`config.mk`:
```
export PLATFORM = sky130hd
export DESIGN_NAME = pgb_axis_map
export DESIGN_NICKNAME = d
export VERILOG_FILES = /design/src/design/pgb_pkg.sv /design/src/design/pgb_axis_map.sv
export SDC_FILE = /design/constraint.sdc
export NUM_CORES = 2
export LEC_CHECK = 0
export BUFFER_PORTS_ARGS = -buffer_cell sky130_fd_sc_hd__clkbuf_2
export CELL_PAD_IN_SITES_DETAIL_PLACEMENT = 2
export CELL_PAD_IN_SITES_GLOBAL_PLACEMENT = 2
export CORE_UTILIZATION = 46
export CTS_CLUSTER_DIAMETER = 200
export CTS_CLUSTER_SIZE = 14
export DETAILED_ROUTE_END_ITERATION = 12
export PLACE_DENSITY_LB_ADDON = 0.1
export RECOVER_POWER = 50
export SLEW_MARGIN = 20
export SYNTH_ARGS = -nofsm -noshare
export SYNTH_HDL_FRONTEND = slang
export SYNTH_SLANG_ARGS = --single-unit
export TNS_END_PERCENT = 1
```
`constraint.sdc`:
```
create_clock -name aclk -period 20.1 [get_ports aclk]
set_input_delay 4.02 -clock aclk [delete_from_list [all_inputs] [get_ports aclk]]
set_output_delay 4.02 -clock aclk [all_outputs]
set_load 0.05 [all_outputs]
```
`src/design/pgb_pkg.sv`:
```
// Shared constants and types of the point grid max height binner.
package pgb_pkg;

    localparam int GRID_SIDE_DEF = 256;

    // Configuration register indexes
    localparam int          CFG_INDEX_W = 3;
    localparam logic [2:0]  CFG_MIN_X   = 3'd0;
    localparam logic [2:0]  CFG_MAX_Y   = 3'd1;
    localparam logic [2:0]  CFG_RECIP   = 3'd2;
    localparam logic [2:0]  CFG_WIDTH   = 3'd3;
    localparam logic [2:0]  CFG_HEIGHT  = 3'd4;

    localparam logic signed [31:0] RST_MIN_X  = 32'sd0;
    localparam logic signed [31:0] RST_MAX_Y  = 32'sd0;
    localparam logic [31:0]        RST_RECIP  = 32'd4294967;
    localparam logic [8:0]         RST_WIDTH  = 9'd256;
    localparam logic [8:0]         RST_HEIGHT = 9'd256;

    // Heights at or below -100000 m are stored but never reported
    localparam logic signed [31:0] FLOOR_MM = -32'sd100000000;

    localparam logic ACT_INSERT = 1'b0;
    localparam logic ACT_QUERY  = 1'b1;

    // Stored word: valid flag above the 32-bit height
    localparam int WORD_W = 33;

    // Scaled coordinate of one axis, as it leaves the multiplier
    typedef struct packed {
        logic        neg;
        logic        floor_mode;
        logic [31:0] quot;
        logic        frac_nz;
    } axis_res_t;

endpackage

```
`src/design/pgb_axis_map.sv`:
```
// Two-stage scaling of one axis offset by the reciprocal cell size.
module pgb_axis_map (
    input  logic                     aclk,
    input  logic                     en,
    input  logic signed [32:0]       diff,
    input  logic                     floor_mode,
    input  logic [31:0]              recip,
    output pgb_pkg::axis_res_t       res
);
    import pgb_pkg::*;

    logic        neg_a_reg;
    logic        floor_a_reg;
    logic [31:0] mag_a_reg;
    logic        neg_b_reg;
    logic        floor_b_reg;
    logic [63:0] prod_b_reg;
    logic [32:0] diff_abs;

    // magnitude never exceeds 2^32 - 1, so it fits 32 bits
    assign diff_abs = diff[32] ? (33'd0 - diff) : diff;

    always_ff @(posedge aclk) begin
        if (en) begin
            neg_a_reg   <= diff[32];
            floor_a_reg <= floor_mode;
            mag_a_reg   <= diff_abs[31:0];
            neg_b_reg   <= neg_a_reg;
            floor_b_reg <= floor_a_reg;
            prod_b_reg  <= 64'(mag_a_reg) * 64'(recip);
        end
    end

    always_comb begin
        res.neg        = neg_b_reg;
        res.floor_mode = floor_b_reg;
        res.quot       = prod_b_reg[63:32];
        res.frac_nz    = |prod_b_reg[31:0];
    end

endmodule

```
**Word level (Yosys, flattened, before mapping)**

Index checks and enable logic that the tools add are counted.
W data, S select, Z words.

- Flip-flop bits (word level): 100
- Output and inout port bits: 35
- Input bits: 68
- Logic and storage cells: 10

- Reductions and logical operators: 1
- Add/sub/neg operators: 1
- Muxes and demuxes: 1
- $mul: 1

Operators with widths:

| kind | number |
|---|---|
| $mul A32 B32 Y64 | 1 |
| $mux W32 | 1 |
| $reduce_or A32 Y1 | 1 |
| $sub A1 B32 Y32 const A | 1 |

**Longest topological paths before layout**

- Word-level depth: 2
- Mapped depth: 28
- Depth with buffers taken out: 27

**Worst setup path before layout**

OpenSTA, ideal clock, no wires.

- Path type: input to register
- Start: input recip[5]
- End: register prod_b_reg[62] (data pin)
- Path buffers: 2
- Required time: 19.893 ns
- Setup time: 0.207 ns
- Path slack: 9.099 ns
- Stages on the path: 26
- Arrival: 10.794 ns
- Cells stage by stage: clkbuf_1 > nand2_1 > fa_1 > inv_1 > fa_1 > fa_1 > inv_1 > fa_1 > inv_1 > fa_1 > fa_1 > fa_1 > inv_1 > fa_1 > inv_1 > ha_1 > clkbuf_1 > nand2_1 > nor3_1 > and2_1 > a22oi_1 > a2111o_1 > a31oi_1 > a21oi_1 > mux2i_1 > a2111oi_0

- Longest elaborated chain between the ends: 1

RTL lines:

| item | RTL line | text |
|---|---|---|
| start, declared | pgb_axis_map.sv:7 | `input logic [31:0] recip,` |
| $mul A32 B32 Y64 | pgb_axis_map.sv:30 | `prod_b_reg <= 64'(mag_a_reg) * 64'(recip);` |
| end signal, assigned | pgb_axis_map.sv:30 |  |
| end, declared | pgb_axis_map.sv:17 | `logic [63:0] prod_b_reg;` |

No other way between the ends.
A chain may end at the register's enable or synchronous reset.

**Worst setup path after layout**

- Start: input recip[6]
- End: register prod_b_reg[63] (data pin)

Same word-level chain as after synthesis.

==> impl_metrics.json <==
{
  "finalCritPeriodShare": 0.613,
  "num_io_pins": 103,
  "maximum_number_of_pins_on_one_net_before_global_route_repair": 77,
  "die_width_um": 286,
  "die_area_um2": 82000,
  "route.met2.wl_mm": 72.4,
  "critical_path_peak_fanout": 32,
  "setup_violators_final": 0,
  "asyncSetResetFlopFracSynth": 0,
  "clock_insertion_delay_worst_skew_ps": 380,
  "synth.area.top_cells": "sky130_fd_sc_hd__fa_1 (48%), sky130_fd_sc_hd__and2_1 (9.5%), sky130_fd_sc_hd__ha_1 (8.9%)",
  "critPathCaptureType": "register",
  "fmax_ghz": 0.0811,
  "result_of_the_run": "finished, violations left",
  "max-cap-violations": 3,
  "synth_top_flop_cell": "sky130_fd_sc_hd__edfxtp_1",
  "cts.repair_timing.setup_buffer_count": 0,
  "tritoncts.num_buffers": 9,
  "slew_headroom": -1.83,
  "required_time_at_the_endpoint_of_the_critical_path_ps": 20220,
  "netlist_area_pre_place_um2": 37200,
  "violations": "capacitance limit, slew limit",
  "synth_cell_type_count": 61,
  "wire_per_inst_um": 27.4,
  "synth_compound_area_frac": 0.0412,
  "area_share_of_xor_xnor_cells_in_the_synthesized_design": 0.0212,
  "fp-row-count": 103,
  "grt_pass1_wl_mm": 207,
  "synth-warning-count": 0,
  "post_synth_edffs": 100,
  "gp_congestion": 0.868,
  "synth_simple_gate_area_share": 0.168,
  "min-delay-start": "neg_a_reg",
  "floorplan.core_area_um2": 79500,
  "antenna_found_initial": 10,
  "area_delta_synth_final_pct": 3.61,
  "synth_top_family_by_area": "adder cells",
  "skew_ps": 9.94,
  "startpoint": "recip[6]",
  "max-clock-path-buffers": 2,
  "fp.dieH_um": 286,
  "setup_total_negative_slack_ps": 0,
  "initial_core_util": 0.468,
  "avgViaCountPerCell": 5.55,
  "fraction_of_layout_instances_using_a_drive_strength_above_1": 0.0345,
  "yosys.area.top_type": "sky130_fd_sc_hd__fa_1",
  "largest_reg_flops": 64,
  "drtPass1Iterations": 5,
  "h-tree-depth": 3,
  "grt_util_all_layers": 0.342,
  "avgSynthCellArea_um2": 9.43,
  "worstReg2RegStart": "mag_a_reg[7]",
  "worst_ep_arrival_time_ps": 12450,
  "cts_hold_repair.buffers": 0,
  "timing.critical_path.from_type": "input port",
  "hold_path.class": "register to register",
  "clkSinkCount": 100,
  "io_buffer_count": 102,
  "yosys-mux-area-fraction": 0.000269,
  "wl_met3_mm": 4.74,
  "synthDominantCellAreaShare": 0.482,
  "synth.yosys.seq_area_share": 0.0808,
  "layout_min_cycle_time_ps": 12330,
  "finalHoldWorstSlack_ps": 433,
  "clock_tree_from_tritoncts": "yes",
  "finalWirelength_mm": 134,
  "gr-total-overflow": 0,
  "dp_hpwl_mm": 104,
  "clkTransAtPathRegs_ps": 80,
  "drtAntennaViolNets": 0,
  "ys_ff_latch": 100,
  "cts.repair.resized": 0,
  "uppermost_routed_layer": "met5",
  "root_buffer": "sky130_fd_sc_hd__clkbuf_16",
  "slew_viol_final": 144,
  "class_of_the_most_critical_setup_path": "input port to register",
  "routedLengthMet1_mm": 48.8,
  "drcViolationCount": 0,
  "first_global_vias": 33912,
  "grt_setup_unrepaired": "no",
  "synth_adder_area_share": 0.571,
  "drt-initial-drc-count": 1208,
  "synth_fp_nets": 5170,
  "final_hold_vios": 0,
  "routed-via-count": 27221,
  "tightest_slew_ps": 4240,
  "netlist_instances": 3942,
  "fin_nets": 5074
}
## logic make-up (layout without fill, tap and decap cells)
kind of cell    after synthesis  after routing
mux                           1              1
other cells                   0              3
buf+inv                    1128           1037
fa+ha+maj                  1160           1160
xor+xnor                     90             90
compound gates              240            240
simple gates               1223           1223
flops                       100            100
## routing by layer
metal | track usage | vias up
met2 | 0.640 | 711
li1 | - | 11343
met1 | 0.381 | 14835
met3 | 0.0351 | 330
met4 | 0.180 | 2
met5 | 0 | -
## worst max-delay path, cell delays in order
cell and delay [ps]:
sky130_fd_sc_hd__clkbuf_2 550, sky130_fd_sc_hd__and2_1 440, sky130_fd_sc_hd__fa_1 500, sky130_fd_sc_hd__fa_1 520, sky130_fd_sc_hd__fa_1 550, sky130_fd_sc_hd__inv_1 60, sky130_fd_sc_hd__fa_1 490, sky130_fd_sc_hd__inv_1 60
sky130_fd_sc_hd__fa_1 520, sky130_fd_sc_hd__inv_1 70, sky130_fd_sc_hd__fa_1 540, sky130_fd_sc_hd__inv_1 50, sky130_fd_sc_hd__fa_1 510, sky130_fd_sc_hd__fa_1 420, sky130_fd_sc_hd__ha_1 470, sky130_fd_sc_hd__nand2_1 140
sky130_fd_sc_hd__nor2_1 190, sky130_fd_sc_hd__nand3_1 100, sky130_fd_sc_hd__o31ai_1 350, sky130_fd_sc_hd__nor3b_1 310, sky130_fd_sc_hd__o21ai_0 190, sky130_fd_sc_hd__buf_4 200, sky130_fd_sc_hd__o21ai_0 750, sky130_fd_sc_hd__a31oi_1 220
sky130_fd_sc_hd__xnor2_1 190
## stage by stage
stage,util,instances,worst slack [ps],cell area [µm²]
floorplan,-,3942,9100,37200
global placement,0.481,4885,7700,38300
detailed placement,0.481,4885,7460,38300
CTS,0.485,4901,7790,38600
global route,0.484,4901,7410,38500
finish,0.485,4904,7770,38500
## cell usage in the layout, fill, tap and decap left out, types with 42 or more instances in the layout
| cell | instances |
|---|---|
| sky130_fd_sc_hd__ha_1 | 264 |
| sky130_fd_sc_hd__and2_1 | 565 |
| sky130_fd_sc_hd__clkbuf_2 | 64 |
| sky130_fd_sc_hd__inv_1 | 879 |
| sky130_fd_sc_hd__edfxtp_1 | 100 |
| sky130_fd_sc_hd__fa_1 | 896 |
| sky130_fd_sc_hd__o21ai_0 | 44 |
| sky130_fd_sc_hd__nor2_1 | 42 |
| sky130_fd_sc_hd__a21oi_1 | 80 |
| sky130_fd_sc_hd__nand2_1 | 524 |
| sky130_fd_sc_hd__xnor2_1 | 70 |
## Yosys cell counts, drive strengths merged (5+ instances only)
master  count
xnor2      70
buf        35
nand4      19
a21oi      80
fa        896
nor3        9
nor4       10
xor2       20
a21o       36
or3         5
clkbuf    214
and2      566
a31oi      11
o21bai     16
or4         6
o41ai       6
inv       879
ha        264
o21ai      45
nand3      18
edfxtp    100
and3        9
nor2       42
o31ai      10
nand2     524
## path summary, 6_finish.rpt
| check | end | slack [ps] | cells after the start |
|---|---|---|---|
| max | prod_b_reg[63] | 7770 | 25 |
| min | neg_b_reg | 430 | 0 |
| max reg2reg | prod_b_reg[63] | 10930 | 26 |
| min reg2reg | neg_b_reg | 430 | 0 |
## layout make-up
class                           count  area (µm²)
Inverter                          879        3300
Multi-Input combinational cell   2714       29800
Clock buffer                        9         225
Antenna cell                        3        7.51
Fill cell                        8467       41000
Clock inverter                      7        97.6
Timing Repair Buffer              142         759
Sequential cell                   100        3000
Tap cell                         1050        1310
Power is not shown: default switching activity piles up to over one toggle a cycle in this logic, so the estimate is an artifact.
